File: src/hw/rtl/atb_pkg.sv
// Shared types and constants for the affine transform bounding box block.
package atb_pkg;

	// Fixed-point format of coordinates and coefficients.
	localparam int Q_W      = 32;
	localparam int Q_FRAC   = 16;
	localparam int PROD_W   = 2 * Q_W;
	localparam int TERM_W   = PROD_W - Q_FRAC;
	localparam int SUM_W    = TERM_W + 2;
	localparam int NUM_ROWS = 3;

	// Configuration port geometry.
	localparam int NUM_REGS   = 6;
	localparam int CFG_IDX_W  = 3;
	localparam int CFG_DATA_W = 64;

	// Register indexes.
	localparam logic [CFG_IDX_W-1:0] REG_ROW0_LIN = 3'd0;
	localparam logic [CFG_IDX_W-1:0] REG_ROW0_ZT  = 3'd1;
	localparam logic [CFG_IDX_W-1:0] REG_ROW1_LIN = 3'd2;
	localparam logic [CFG_IDX_W-1:0] REG_ROW1_ZT  = 3'd3;
	localparam logic [CFG_IDX_W-1:0] REG_ROW2_LIN = 3'd4;
	localparam logic [CFG_IDX_W-1:0] REG_ROW2_ZT  = 3'd5;

	// Reset values give the identity matrix.
	localparam logic [CFG_DATA_W-1:0] RST_ROW0_LIN = 64'h0000_0000_0001_0000;
	localparam logic [CFG_DATA_W-1:0] RST_ROW0_ZT  = 64'h0000_0000_0000_0000;
	localparam logic [CFG_DATA_W-1:0] RST_ROW1_LIN = 64'h0001_0000_0000_0000;
	localparam logic [CFG_DATA_W-1:0] RST_ROW1_ZT  = 64'h0000_0000_0000_0000;
	localparam logic [CFG_DATA_W-1:0] RST_ROW2_LIN = 64'h0000_0000_0000_0000;
	localparam logic [CFG_DATA_W-1:0] RST_ROW2_ZT  = 64'h0000_0000_0001_0000;

	// Saturation limits.
	localparam logic signed [Q_W-1:0] Q_MAX = 32'sh7FFF_FFFF;
	localparam logic signed [Q_W-1:0] Q_MIN = 32'sh8000_0000;

	typedef logic signed [Q_W-1:0] q16_t;
	typedef logic signed [TERM_W-1:0] term_t;

	// Input word.
	typedef struct packed {
		logic signed [31:0] vert_x;
		logic signed [31:0] vert_y;
		logic signed [31:0] vert_z;
		logic               last_vertex;
	} vert_t;

	// Result word.
	typedef struct packed {
		logic signed [31:0] out_x;
		logic signed [31:0] out_y;
		logic signed [31:0] out_z;
		logic signed [31:0] box_min_x;
		logic signed [31:0] box_min_y;
		logic signed [31:0] box_min_z;
		logic signed [31:0] box_max_x;
		logic signed [31:0] box_max_y;
		logic signed [31:0] box_max_z;
		logic               box_done;
	} res_t;

	// One matrix row: three linear terms and a translation.
	typedef struct packed {
		q16_t a;
		q16_t b;
		q16_t c;
		q16_t t;
	} row_coef_t;

	typedef row_coef_t [NUM_ROWS-1:0] mat_t;

	// Shifted products of one row.
	typedef struct packed {
		term_t term_a;
		term_t term_b;
		term_t term_c;
	} row_prod_t;

	typedef struct packed {
		row_prod_t [NUM_ROWS-1:0] row;
		logic                     last;
	} prod_t;

	// Transformed point.
	typedef struct packed {
		q16_t x;
		q16_t y;
		q16_t z;
		logic last;
	} pt_t;

	// Stage load enables.
	typedef struct packed {
		logic ld_s2;
		logic ld_s3;
		logic ld_out;
	} pipe_ctl_t;

endpackage

File: src/hw/rtl/atb_box.sv
// Box stage: running per-axis min and max, held in the result register.
module atb_box (
	input  logic               clk,
	input  logic               arst_n,
	input  atb_pkg::pipe_ctl_t ctl,
	input  atb_pkg::pt_t       pt_s3,
	output atb_pkg::res_t      res_q
);

	logic          run_start_q;
	atb_pkg::res_t res_d;

	// The first point of a run seeds the box; later ones widen it.
	always_comb begin
		res_d.out_x    = pt_s3.x;
		res_d.out_y    = pt_s3.y;
		res_d.out_z    = pt_s3.z;
		res_d.box_done = pt_s3.last;
		if (run_start_q) begin
			res_d.box_min_x = pt_s3.x;
			res_d.box_min_y = pt_s3.y;
			res_d.box_min_z = pt_s3.z;
			res_d.box_max_x = pt_s3.x;
			res_d.box_max_y = pt_s3.y;
			res_d.box_max_z = pt_s3.z;
		end else begin
			res_d.box_min_x = (pt_s3.x < res_q.box_min_x) ? pt_s3.x : res_q.box_min_x;
			res_d.box_min_y = (pt_s3.y < res_q.box_min_y) ? pt_s3.y : res_q.box_min_y;
			res_d.box_min_z = (pt_s3.z < res_q.box_min_z) ? pt_s3.z : res_q.box_min_z;
			res_d.box_max_x = (pt_s3.x > res_q.box_max_x) ? pt_s3.x : res_q.box_max_x;
			res_d.box_max_y = (pt_s3.y > res_q.box_max_y) ? pt_s3.y : res_q.box_max_y;
			res_d.box_max_z = (pt_s3.z > res_q.box_max_z) ? pt_s3.z : res_q.box_max_z;
		end
	end

	// Run tracking: the word after a last vertex starts a new box.
	always_ff @(posedge clk or negedge arst_n) begin
		if (!arst_n) begin
			run_start_q <= 1'b1;
		end else if (ctl.ld_out) begin
			run_start_q <= pt_s3.last;
		end
	end

	// Result register, which also holds the box state between words.
	always_ff @(posedge clk) begin
		if (ctl.ld_out) begin
			res_q <= res_d;
		end
	end

endmodule

File: config.mk
export PLATFORM = sky130hd
export DESIGN_NAME = atb_box
export DESIGN_NICKNAME = d
export VERILOG_FILES = /design/src/hw/rtl/atb_pkg.sv /design/src/hw/rtl/atb_box.sv
export SDC_FILE = /design/constraint.sdc
export NUM_CORES = 1
export LEC_CHECK = 0
export BUFFER_PORTS_ARGS = -buffer_cell sky130_fd_sc_hd__clkbuf_2
export CAP_MARGIN = 20
export CELL_PAD_IN_SITES_DETAIL_PLACEMENT = 2
export CELL_PAD_IN_SITES_GLOBAL_PLACEMENT = 2
export CORE_ASPECT_RATIO = 0.6
export CORE_UTILIZATION = 35
export DETAILED_ROUTE_END_ITERATION = 10
export GPL_ROUTABILITY_DRIVEN = 0
export HOLD_SLACK_MARGIN = 0.15
export PLACE_DENSITY = 0.85
export SETUP_SLACK_MARGIN = 0.2
export SLEW_MARGIN = 20
export SYNTH_ARGS = -nofsm -noshare
export SYNTH_HDL_FRONTEND = slang
export SYNTH_SLANG_ARGS = --single-unit
File: constraint.sdc
create_clock -name clk -period 4.95 [get_ports clk]
set_clock_uncertainty 0.15 [all_clocks]
set_input_delay 1.2375 -clock clk [delete_from_list [all_inputs] [get_ports clk]]
set_output_delay 1.2375 -clock clk [all_outputs]
set_load 0.02 [all_outputs]
==> impl_metrics.py <==
metrics = {
    "timing": {
        "hold_viol": 0,
        "fin_tns_setup_ns": 0,
        "setup-violations-final": 0,
        "rsz0062_at_grt": "false",
        "fmax_ghz": 0.2733,
        "max_slew_margin": 0.5468,
        "worst_pin_slew_ns": 0.6798,
        "layout_setup_ws_ns": 1.290,
        "fin_crit_sh": 0.7393,
        "fin_crit_ns": 3.660,
        "report.final.slew_viol_count": 0,
        "whs_ns": 0.4366,
    },
    "final_layout": {
        "final_nets": 1696,
        "area_growth_pct": 27.59,
        "ff_latch_area_um2": 8705,
        "fillers": 3800,
        "drive_gt1_frac": 0.3175,
        "antenna_cells": 0,
        "multi_input_area_um2": 4145,
    },
    "synthesis": {
        "synth_largest_area_cell": "edfxtp_1",
        "netlist.area_leader.share": 0.6400,
        "syn_area_um2": 13560,
        "ys.flop_type": "edfxtp_1",
        "synth-seq-cells": 290,
        "synth-seq-area-share": 0.6420,
        "synth_nets": 1266,
        "yosysWarnings": 0,
        "ys_types": 41,
        "synth_edf_count": 289,
        "syn_area_per_cell_um2": 13.91,
        "synthCells": 975,
        "yosys-top-cells-area": "edfxtp_1 (64%), ha_1 (17%), inv_1 (5.3%), a21oi_1 (2.7%), nand4_1 (1.6%)",
        "async_reset_ff_frac": 0.003448,
    },
    "clock_tree": {
        "clock_latency_ns": 0.59,
        "cts_setup_buffers": 0,
        "clockRootBuffer": "clkbuf_16",
        "postCtsHoldBufs": 0,
        "clk_path_buf_depth": 3,
        "path_clk_slew_ns": 0.06,
        "cts_tree": "done",
        "htreeDepth": 1,
        "cts_sinks": 290,
        "cts-resized-gates": 0,
        "cts_buffers": 31,
    },
    "setup_path": {
        "critPathBufInv": 2,
        "cp_cell_sequence": "clkbuf_2 > ha_1 > a21oi_1 > o21ai_0 > a221o_1 > or3_1 > a21boi_1 > o311a_1 > buf_4",
        "worst_ep_required_time_ns": 5.02,
        "cp_top_family": "compound AO/OA/AOI/OAI gates",
        "worstPathMaxFanout": 29,
        "cp-start-kind": "primary input",
        "crit_start": "pt_s3[18]",
        "worstReg2RegStart": "res_q[114]$_DFFE_PP_",
        "cp_slowest_cell": "buf_4",
        "arrival_ns": 3.73,
        "cp-end-kind": "flip-flop",
        "critPathMaxStageDelay_ns": 0.45,
        "crit_type": "primary input to flip-flop",
    },
    "placed_design": {
        "place_ws_ns": 0.7058,
        "dp_hpwl_um": 34700,
        "portBuffers": 388,
    },
    "global_routing": {
        "grt_pass1_vias": 11117,
        "grt_max_degree": 46,
        "grt_overflow_total": 0,
        "antenna_found_initial": 3,
        "met3_usage": 0.05457,
        "grt_pass1_wl_um": 69080,
        "grt_use_met1": 0.2717,
        "grt.busiest_layer": "met2",
        "use_met2": 0.4095,
        "grt_use_total": 0.2293,
    },
    "floorplan": {
        "start_util": 0.3576,
        "core_um2": 37920,
        "core.rowCount": 55,
        "ios": 391,
        "die_h_um": 154.5,
        "die_area_um2": 39560,
        "die_x_um": 256.1,
    },
    "power_and_ir_drop": {
        "p_total_w": 0.006731,
        "ir_drop_uv": 295.4,
        "p_leak_nw": 8.117,
        "pwr_density_cell_nw_per_um2": 389.1,
    },
    "drt": {
        "first_pass_iters": 4,
        "drc": 0,
        "ant_nets": 0,
        "wirelength_um": 45380,
        "via_per_inst": 4.986,
        "vias": 9688,
        "wire_per_inst_um": 23.35,
        "drt-initial-drc-count": 530,
    },
    "run_status": {
        "status": "finished clean",
    },
    "hold_path": {
        "hold_class": "primary input to async pin",
    },
    "job": {
        "drv_cap": 0,
    },
}
## placed cells by master, fill, tap and decap left out, drive strengths merged, types with 10 or more instances in the layout
master / count
a211oi: 10
nand3: 17
clkinv: 10
nand2: 37
nand4: 34
buf: 11
edfxtp: 289
ha: 189
o21ai: 20
clkbuf: 429
a21oi: 73
a21o: 27
inv: 195
nor2: 17
## report_power, final
| group | internal (W) | switching, W | total (W) |
|---|---|---|---|
| clock | 0.00142 | 0.00102 | 0.00245 |
| sequential | 0.00296 | 0.000112 | 0.00307 |
| combinational | 0.000381 | 0.000832 | 0.00121 |
## state kept, by name (all words and copies together), names as in the netlist
name,cells
res_q,289
run_start_q,1
## synthesized netlist by cell type, types with 2 or more instances
master,count
nand2b_1,3
or3_1,5
a21oi_1,72
a21boi_1,3
a221o_1,6
nand4_1,34
ha_1,189
inv_1,193
edfxtp_1,289
o311a_1,3
nor4_1,4
nand3b_1,2
nor3b_1,3
a32o_1,2
or4_1,3
o211ai_1,3
nor2b_1,6
a211oi_1,10
o2111ai_1,3
o21ai_0,19
nand2_1,37
nor2_1,17
nor3_1,5
a21o_1,27
a31oi_1,2
nand3_1,17
o21bai_1,4
## metrics by stage
stage | cells | utilization | instance area, µm²
floorplan | 975 | - | 13560
CTS | 1943 | 0.4563 | 17300
finish | 1943 | 0.4563 | 17300
detailed placement | 1885 | 0.4285 | 16250
global placement | 1885 | 0.4285 | 16250
global route | 1943 | 0.4563 | 17300
## cells by family after synthesis
| kind of cell | after synthesis | synth area share |
|---|---|---|
| adders and majority gates | 189 | 0.1744 |
| buffers and inverters | 194 | 0.05370 |
| and+or+nand+nor | 139 | 0.05333 |
| DFF | 290 | 0.6420 |
| AOI/OAI and AO/OA | 162 | 0.07576 |
| muxes | 1 | 0.0008304 |
## layout make-up
class,instances,area share
clock inverters,16,0.01128
inverters,193,0.04187
well taps,513,0.03710
flip-flops and latches,290,0.5031
repair buffers,398,0.1175
multi-input cells,491,0.2396
clock buffers,42,0.04954
## metal layers
layer / routed length [µm] / share of wire
met1: 18480 / 0.41
met4: 1617 / 0.036
met3: 2403 / 0.053
met5: 23 / 0.00051
met2: 22850 / 0.50
## worst paths after layout
check	endpoint	depth (start not counted)	slack, ns
min	run_start_q$_DFFE_PN1P_	1	0.44
min in group clk	run_start_q$_DFFE_PN1P_	1	0.68
max reg2reg	res_q[123]$_DFFE_PP_	9	1.70
max	res_q[123]$_DFFE_PP_	9	1.29
max in group asynchronous	run_start_q$_DFFE_PN1P_	1	4.19
min reg2reg	run_start_q$_DFFE_PN1P_	1	0.68
No activity file was read; power rests on OpenSTA's default activity.
