$ cat config.mk
export PLATFORM = sky130hd
export DESIGN_NAME = atb_sum
export DESIGN_NICKNAME = d
export VERILOG_FILES = /design/src/hw/rtl/atb_pkg.sv /design/src/hw/rtl/atb_sum.sv
export SDC_FILE = /design/constraint.sdc
export NUM_CORES = 1
export LEC_CHECK = 0
export BUFFER_PORTS_ARGS = -buffer_cell sky130_fd_sc_hd__buf_2
export CORE_AREA = 2 2 360 362
export CTS_CLUSTER_SIZE = 10
export DETAILED_ROUTE_END_ITERATION = 7
export DIE_AREA = 0 0 362 364
export GPL_ROUTABILITY_DRIVEN = 0
export HOLD_SLACK_MARGIN = 0.06
export SETUP_SLACK_MARGIN = 0.02
export SYNTH_ARGS = -nofsm -noshare
export SYNTH_HDL_FRONTEND = slang
export SYNTH_SLANG_ARGS = --single-unit
$ cat constraint.sdc
create_clock -name clk -period 5.2 [get_ports clk]
set_input_delay 0.78 -clock clk [delete_from_list [all_inputs] [get_ports clk]]
set_output_delay 0.78 -clock clk [all_outputs]
set_load 0.03 [all_outputs]
$ cat src/hw/rtl/atb_pkg.sv
// Shared types and constants for the affine transform bounding box block.
package atb_pkg;

	// Fixed-point format of coordinates and coefficients.
	localparam int Q_W      = 32;
	localparam int Q_FRAC   = 16;
	localparam int PROD_W   = 2 * Q_W;
	localparam int TERM_W   = PROD_W - Q_FRAC;
	localparam int SUM_W    = TERM_W + 2;
	localparam int NUM_ROWS = 3;

	// Configuration port geometry.
	localparam int NUM_REGS   = 6;
	localparam int CFG_IDX_W  = 3;
	localparam int CFG_DATA_W = 64;

	// Register indexes.
	localparam logic [CFG_IDX_W-1:0] REG_ROW0_LIN = 3'd0;
	localparam logic [CFG_IDX_W-1:0] REG_ROW0_ZT  = 3'd1;
	localparam logic [CFG_IDX_W-1:0] REG_ROW1_LIN = 3'd2;
	localparam logic [CFG_IDX_W-1:0] REG_ROW1_ZT  = 3'd3;
	localparam logic [CFG_IDX_W-1:0] REG_ROW2_LIN = 3'd4;
	localparam logic [CFG_IDX_W-1:0] REG_ROW2_ZT  = 3'd5;

	// Reset values give the identity matrix.
	localparam logic [CFG_DATA_W-1:0] RST_ROW0_LIN = 64'h0000_0000_0001_0000;
	localparam logic [CFG_DATA_W-1:0] RST_ROW0_ZT  = 64'h0000_0000_0000_0000;
	localparam logic [CFG_DATA_W-1:0] RST_ROW1_LIN = 64'h0001_0000_0000_0000;
	localparam logic [CFG_DATA_W-1:0] RST_ROW1_ZT  = 64'h0000_0000_0000_0000;
	localparam logic [CFG_DATA_W-1:0] RST_ROW2_LIN = 64'h0000_0000_0000_0000;
	localparam logic [CFG_DATA_W-1:0] RST_ROW2_ZT  = 64'h0000_0000_0001_0000;

	// Saturation limits.
	localparam logic signed [Q_W-1:0] Q_MAX = 32'sh7FFF_FFFF;
	localparam logic signed [Q_W-1:0] Q_MIN = 32'sh8000_0000;

	typedef logic signed [Q_W-1:0] q16_t;
	typedef logic signed [TERM_W-1:0] term_t;

	// Input word.
	typedef struct packed {
		logic signed [31:0] vert_x;
		logic signed [31:0] vert_y;
		logic signed [31:0] vert_z;
		logic               last_vertex;
	} vert_t;

	// Result word.
	typedef struct packed {
		logic signed [31:0] out_x;
		logic signed [31:0] out_y;
		logic signed [31:0] out_z;
		logic signed [31:0] box_min_x;
		logic signed [31:0] box_min_y;
		logic signed [31:0] box_min_z;
		logic signed [31:0] box_max_x;
		logic signed [31:0] box_max_y;
		logic signed [31:0] box_max_z;
		logic               box_done;
	} res_t;

	// One matrix row: three linear terms and a translation.
	typedef struct packed {
		q16_t a;
		q16_t b;
		q16_t c;
		q16_t t;
	} row_coef_t;

	typedef row_coef_t [NUM_ROWS-1:0] mat_t;

	// Shifted products of one row.
	typedef struct packed {
		term_t term_a;
		term_t term_b;
		term_t term_c;
	} row_prod_t;

	typedef struct packed {
		row_prod_t [NUM_ROWS-1:0] row;
		logic                     last;
	} prod_t;

	// Transformed point.
	typedef struct packed {
		q16_t x;
		q16_t y;
		q16_t z;
		logic last;
	} pt_t;

	// Stage load enables.
	typedef struct packed {
		logic ld_s2;
		logic ld_s3;
		logic ld_out;
	} pipe_ctl_t;

endpackage

$ cat src/hw/rtl/atb_sum.sv
// Sum stage: adds the shifted products and translation per row, then saturates.
module atb_sum (
	input  logic               clk,
	input  atb_pkg::pipe_ctl_t ctl,
	input  atb_pkg::mat_t      mat,
	input  atb_pkg::prod_t     prod_s2,
	output atb_pkg::pt_t       pt_s3
);

	atb_pkg::q16_t [atb_pkg::NUM_ROWS-1:0] sat_d;
	atb_pkg::pt_t                          pt_d;

	// Clamp a wide sum to the signed 32-bit range.
	function automatic atb_pkg::q16_t sat32(input logic signed [atb_pkg::SUM_W-1:0] s);
		atb_pkg::q16_t v;
		if (s[atb_pkg::SUM_W-1:atb_pkg::Q_W-1] == '0
			|| s[atb_pkg::SUM_W-1:atb_pkg::Q_W-1] == '1) begin
			v = s[atb_pkg::Q_W-1:0];
		end else if (s[atb_pkg::SUM_W-1]) begin
			v = atb_pkg::Q_MIN;
		end else begin
			v = atb_pkg::Q_MAX;
		end
		return v;
	endfunction

	// The sum is exact at this width, so saturation happens once at the end.
	for (genvar r = 0; r < atb_pkg::NUM_ROWS; r++) begin : g_row
		logic signed [atb_pkg::SUM_W-1:0] sum;

		assign sum = atb_pkg::SUM_W'(prod_s2.row[r].term_a)
			+ atb_pkg::SUM_W'(prod_s2.row[r].term_b)
			+ atb_pkg::SUM_W'(prod_s2.row[r].term_c)
			+ atb_pkg::SUM_W'(mat[r].t);
		assign sat_d[r] = sat32(sum);
	end

	assign pt_d.x    = sat_d[0];
	assign pt_d.y    = sat_d[1];
	assign pt_d.z    = sat_d[2];
	assign pt_d.last = prod_s2.last;

	// Point register.
	always_ff @(posedge clk) begin
		if (ctl.ld_s3) begin
			pt_s3 <= pt_d;
		end
	end

endmodule

==> impl.org <==
** Cells and area
- Top flop regs :: pt_s3: 97 flops
- More flip-flops sit in one register than any other, and that register is pt_s3.
- Leading cell types in the layout, fill and taps excluded :: sky130_fd_sc_hd__inv_1, sky130_fd_sc_hd__buf_2, sky130_fd_sc_hd__buf_4
- Final net count :: 5033
- The library cell used most frequently in the layout, excluding fill and tap cells, is sky130_fd_sc_hd__inv_1.
- The finished cells cover 33100 um^2.
- Synth-to-layout area growth :: 54.5%
- The register with the most flip-flops in the layout has a little under 100 of them.
- Final cell utilization of the core :: 0.258
- In the final layout, the share of cells above drive strength 1 is 0.400.

** Global route
- Summed over all layers, the global routing overflow is 0.
- Initial antenna violation count :: 22
- Wire length of the first global-routing pass :: 142 mm
- For this run, the total global-route usage over all layers was measured as 0.146.
- Vias in the first global route :: roughly 23000
- Maximum number of pins on one net before global-route repair :: 68

** Clocking
- Clock edge transition at the registers on the reported setup and hold paths :: 90 ps
- The longest clock path from root to sink contains 2 buffers.
- Master cell of the clock root buffer :: sky130_fd_sc_hd__clkbuf_16
- In this run the number of H-tree levels came out at 3.
- Counting the buffers created by CTS gives 9.
- Number of sinks driven by the clock tree :: 97
- CTS tree :: yes
- In this run, post-CTS hold repair placed 0 buffers.

** Power and ir drop
- In this run the power density over the cells is 500 nW/um^2.
- In this run the static leakage power is 16.7 nW.
- IR Drop Worst-Case VDD :: ~0.00025 V
- Sum of internal, switching and leakage power :: 16.5 mW

** Yosys
- Compound-cell area share of the yosys netlist :: 0.194
- Synthesis produced a netlist with a net count of 3876.
- After synthesis, the mean cell area works out to 8.18 um^2.
- Syn. warnings :: 0
- Of the total synthesized cell area, the portion taken by AND, OR, NAND and NOR gates is 0.111.
- Of the total synthesized cell area, the portion taken by full adders, half adders and majority gates is 0.358.
- The portion of synthesized area spent on multiplexers is 0.000935.
- In this run, synthesis inferred 97 flip-flops with an integrated enable.
- Share of synthesized registers carrying an async set or reset :: 0
- After synthesis, the largest family of logic cells by area is adder cells.
- Synthesized netlist cell count :: 2617
- The mapped netlist covers 21400 um^2.
- Post-synthesis xor/xnor area fraction :: 0.0540
- Sequential fraction of the synthesis area :: 0.136
- Commonest register cell after synthesis :: sky130_fd_sc_hd__edfxtp_1
- Counting distinct cell types in the post-synthesis netlist gives 90.
- Counting flops and latches in the post-synthesis netlist gives just under 100.

** Outcome
- Run status :: complete, but fails checks
- The final reports fail on setup timing.

** Die
- In this run the horizontal extent of the chip is between 300 and 400 um.
- Starting Density :: 0.167
- During I/O placement, the number of pins put on the boundary was 918.
- In this run the vertical extent of the chip is 364 um.
- Die area :: roughly 130000 um^2
- Core Box Area :: approximately 130000 um^2
- Std-Cell Rows :: between 100 and 150

** STA
- For the pin with the worst max-slew slack, the measured transition is 818 ps.
- Hold slack final :: 538 ps
- Dividing the final minimum period by the clock period gives 1.01.
- Setup repair after global routing could not meet its margin everywhere.
- Relative max-transition margin :: 0.455
- Final count of pins violating max slew :: 0
- Total Neg Setup Slack :: -97.5 ps
- Upper clock frequency limit :: 191 MHz
- Subtracting the final worst setup slack from the clock period gives 5230 ps.
- The count of endpoints failing hold in the final timing report is 0.
- Final setup fails :: 5
- Post-route setup slack :: -30.9 ps

** Critical path
- Maximum fanout encountered on the critical timing path :: 8
- Data required time at the worst endpoint :: between 5000 and 6000 ps
- The worst setup path is captured at a flop.
- Element type at the critical path start :: input pin
- Class of the most critical setup path :: in2reg
- Data arrives at the worst endpoint at 5390 ps.

** Placed design
- After detailed placement, the total cell area comes to 30500 um^2.
- Input and output buffers added on the ports amount to 627.
- Total half-perimeter wirelength after legalization and detailed placement :: 87.3 mm

** Route
- After detailed routing, the number of vias per cell comes to 4.11.
- The routed layout has roughly 22000 vias.
- In the final routed layout, each cell accounts on average for 18.5 um.
- The detail route stage leaves a number of antenna-violating nets equal to 0.
- Count of routing violations after the opening detailed-route iteration :: 1338
- Total length of routed wires :: 101 mm
- After detailed routing, the number of remaining DRC violations is 0.
- Number of optimization iterations in the first detailed-route pass :: 5

** Flow run
- The tool flagged a number of max-cap violations equal to 0.

** Hold path
- The path class of the tightest hold or removal check is in2reg.
-- per-stage QoR --
stage,instances,setup slack [ps]
after CTS,5425,-69.7
final,5465,-30.9
after global placement,5387,-982
after global routing,5462,-241
after floorplan,2617,21.9
after detailed placement,5387,-922
-- cells in the mapped netlist (5+ instances only) --
cell type / number / area share
sky130_fd_sc_hd__and2_1: 11 / 0.0032
sky130_fd_sc_hd__o21ai_0: 106 / 0.025
sky130_fd_sc_hd__nand2_1: 173 / 0.030
sky130_fd_sc_hd__a21boi_0: 5 / 0.0018
sky130_fd_sc_hd__nand3_1: 34 / 0.0079
sky130_fd_sc_hd__a21oi_2: 13 / 0.0053
sky130_fd_sc_hd__buf_6: 8 / 0.0042
sky130_fd_sc_hd__o21a_1: 31 / 0.011
sky130_fd_sc_hd__nor2b_1: 7 / 0.0020
sky130_fd_sc_hd__edfxtp_1: 97 / 0.14
sky130_fd_sc_hd__a21o_1: 68 / 0.024
sky130_fd_sc_hd__clkbuf_1: 36 / 0.0063
sky130_fd_sc_hd__a221oi_1: 5 / 0.0020
sky130_fd_sc_hd__inv_1: 745 / 0.13
sky130_fd_sc_hd__xnor2_1: 68 / 0.028
sky130_fd_sc_hd__o21bai_1: 14 / 0.0049
sky130_fd_sc_hd__o31ai_1: 8 / 0.0028
sky130_fd_sc_hd__and4_1: 6 / 0.0025
sky130_fd_sc_hd__o211ai_1: 19 / 0.0067
sky130_fd_sc_hd__nor2_1: 118 / 0.021
sky130_fd_sc_hd__nor3_1: 30 / 0.0070
sky130_fd_sc_hd__a211o_1: 7 / 0.0029
sky130_fd_sc_hd__a2111oi_0: 8 / 0.0033
sky130_fd_sc_hd__a31oi_1: 10 / 0.0029
sky130_fd_sc_hd__xor2_1: 64 / 0.026
sky130_fd_sc_hd__ha_1: 147 / 0.086
sky130_fd_sc_hd__fa_1: 291 / 0.27
sky130_fd_sc_hd__o21ai_1: 44 / 0.010
sky130_fd_sc_hd__or3_1: 13 / 0.0038
sky130_fd_sc_hd__a21oi_1: 205 / 0.048
sky130_fd_sc_hd__and3_1: 17 / 0.0050
sky130_fd_sc_hd__nor4_1: 14 / 0.0041
sky130_fd_sc_hd__buf_2: 18 / 0.0042
sky130_fd_sc_hd__a211oi_1: 22 / 0.0077
sky130_fd_sc_hd__nand2b_1: 8 / 0.0023
sky130_fd_sc_hd__nand4_1: 48 / 0.014
-- critical path, stage by stage --
cell and delay (ps):
sky130_fd_sc_hd__buf_6 70, sky130_fd_sc_hd__inv_2 30, sky130_fd_sc_hd__fa_2 560, sky130_fd_sc_hd__inv_2 40, sky130_fd_sc_hd__fa_2 440, sky130_fd_sc_hd__ha_4 220
sky130_fd_sc_hd__fa_2 400, sky130_fd_sc_hd__a211oi_4 250, sky130_fd_sc_hd__o21ai_2 140, sky130_fd_sc_hd__a221oi_4 360, sky130_fd_sc_hd__buf_6 170, sky130_fd_sc_hd__a2111o_1 150
sky130_fd_sc_hd__and3_1 160, sky130_fd_sc_hd__nand2_2 100, sky130_fd_sc_hd__a21oi_2 170, sky130_fd_sc_hd__xnor2_1 110, sky130_fd_sc_hd__or3_4 410, sky130_fd_sc_hd__o41ai_4 310
sky130_fd_sc_hd__buf_6 210, sky130_fd_sc_hd__buf_12 180, sky130_fd_sc_hd__o21ai_2 110
-- power by group --
part	total (mW)	leakage, nW	internal, mW	switching (mW)
logic	14.1	15.6	6.24	7.89
registers	1.65	0.950	1.50	0.152
clock network	0.743	0.142	0.335	0.409
total	16.5	16.7	8.07	8.45
-- cell type report --
type                       instances  area, um^2
clock inverter                     7        66.3
multi-input combinational       1708       16800
tap                             1675        2100
sequential                        97        2910
fill                           13951       95300
timing repair buffer            1213        8100
inverter                         745        2810
antenna                           11        27.5
clock buffer                       9         225
-- routing by layer --
| metal | vias up | routed length [um] | GRT usage | share of wire |
|---|---|---|---|---|
| met5 | - | 41 | 0 | 0.00041 |
| met4 | 6 | 3940 | 0.0527 | 0.039 |
| met3 | 139 | 8220 | 0.0380 | 0.081 |
| met2 | 877 | 45000 | 0.236 | 0.45 |
| met1 | 10678 | 43700 | 0.186 | 0.43 |
| li1 | 10777 | - | - | - |
-- what timing repair did --
item	in CTS	in global routing
cloned	5	8
endpoints found under the hold margin	0	0
resized for setup	123	225
endpoints found under the setup margin	94	93
pin swaps	42	99
setup buffers	20	24
-- worst paths after layout --
| kind | depth (start not counted) | to | slack [ps] | startpoint |
|---|---|---|---|---|
| min | 1 | pt_s3[0]$_DFFE_PP_ | 540 | prod_s2[0] |
| max | 21 | pt_s3[43]$_DFFE_PP_ | -30 | mat[129] |
-- logic make-up (layout without fill, tap and decap cells) --
kind of cell / count (synthesis) / in the layout
compound gates: 637 / 637
xor+xnor: 132 / 132
fa+ha+maj: 438 / 438
buf+inv: 812 / 1974
flops: 97 / 97
mux: 2 / 2
other cells: 0 / 11
simple gates: 499 / 499
Power figures use the tool's default switching activity.
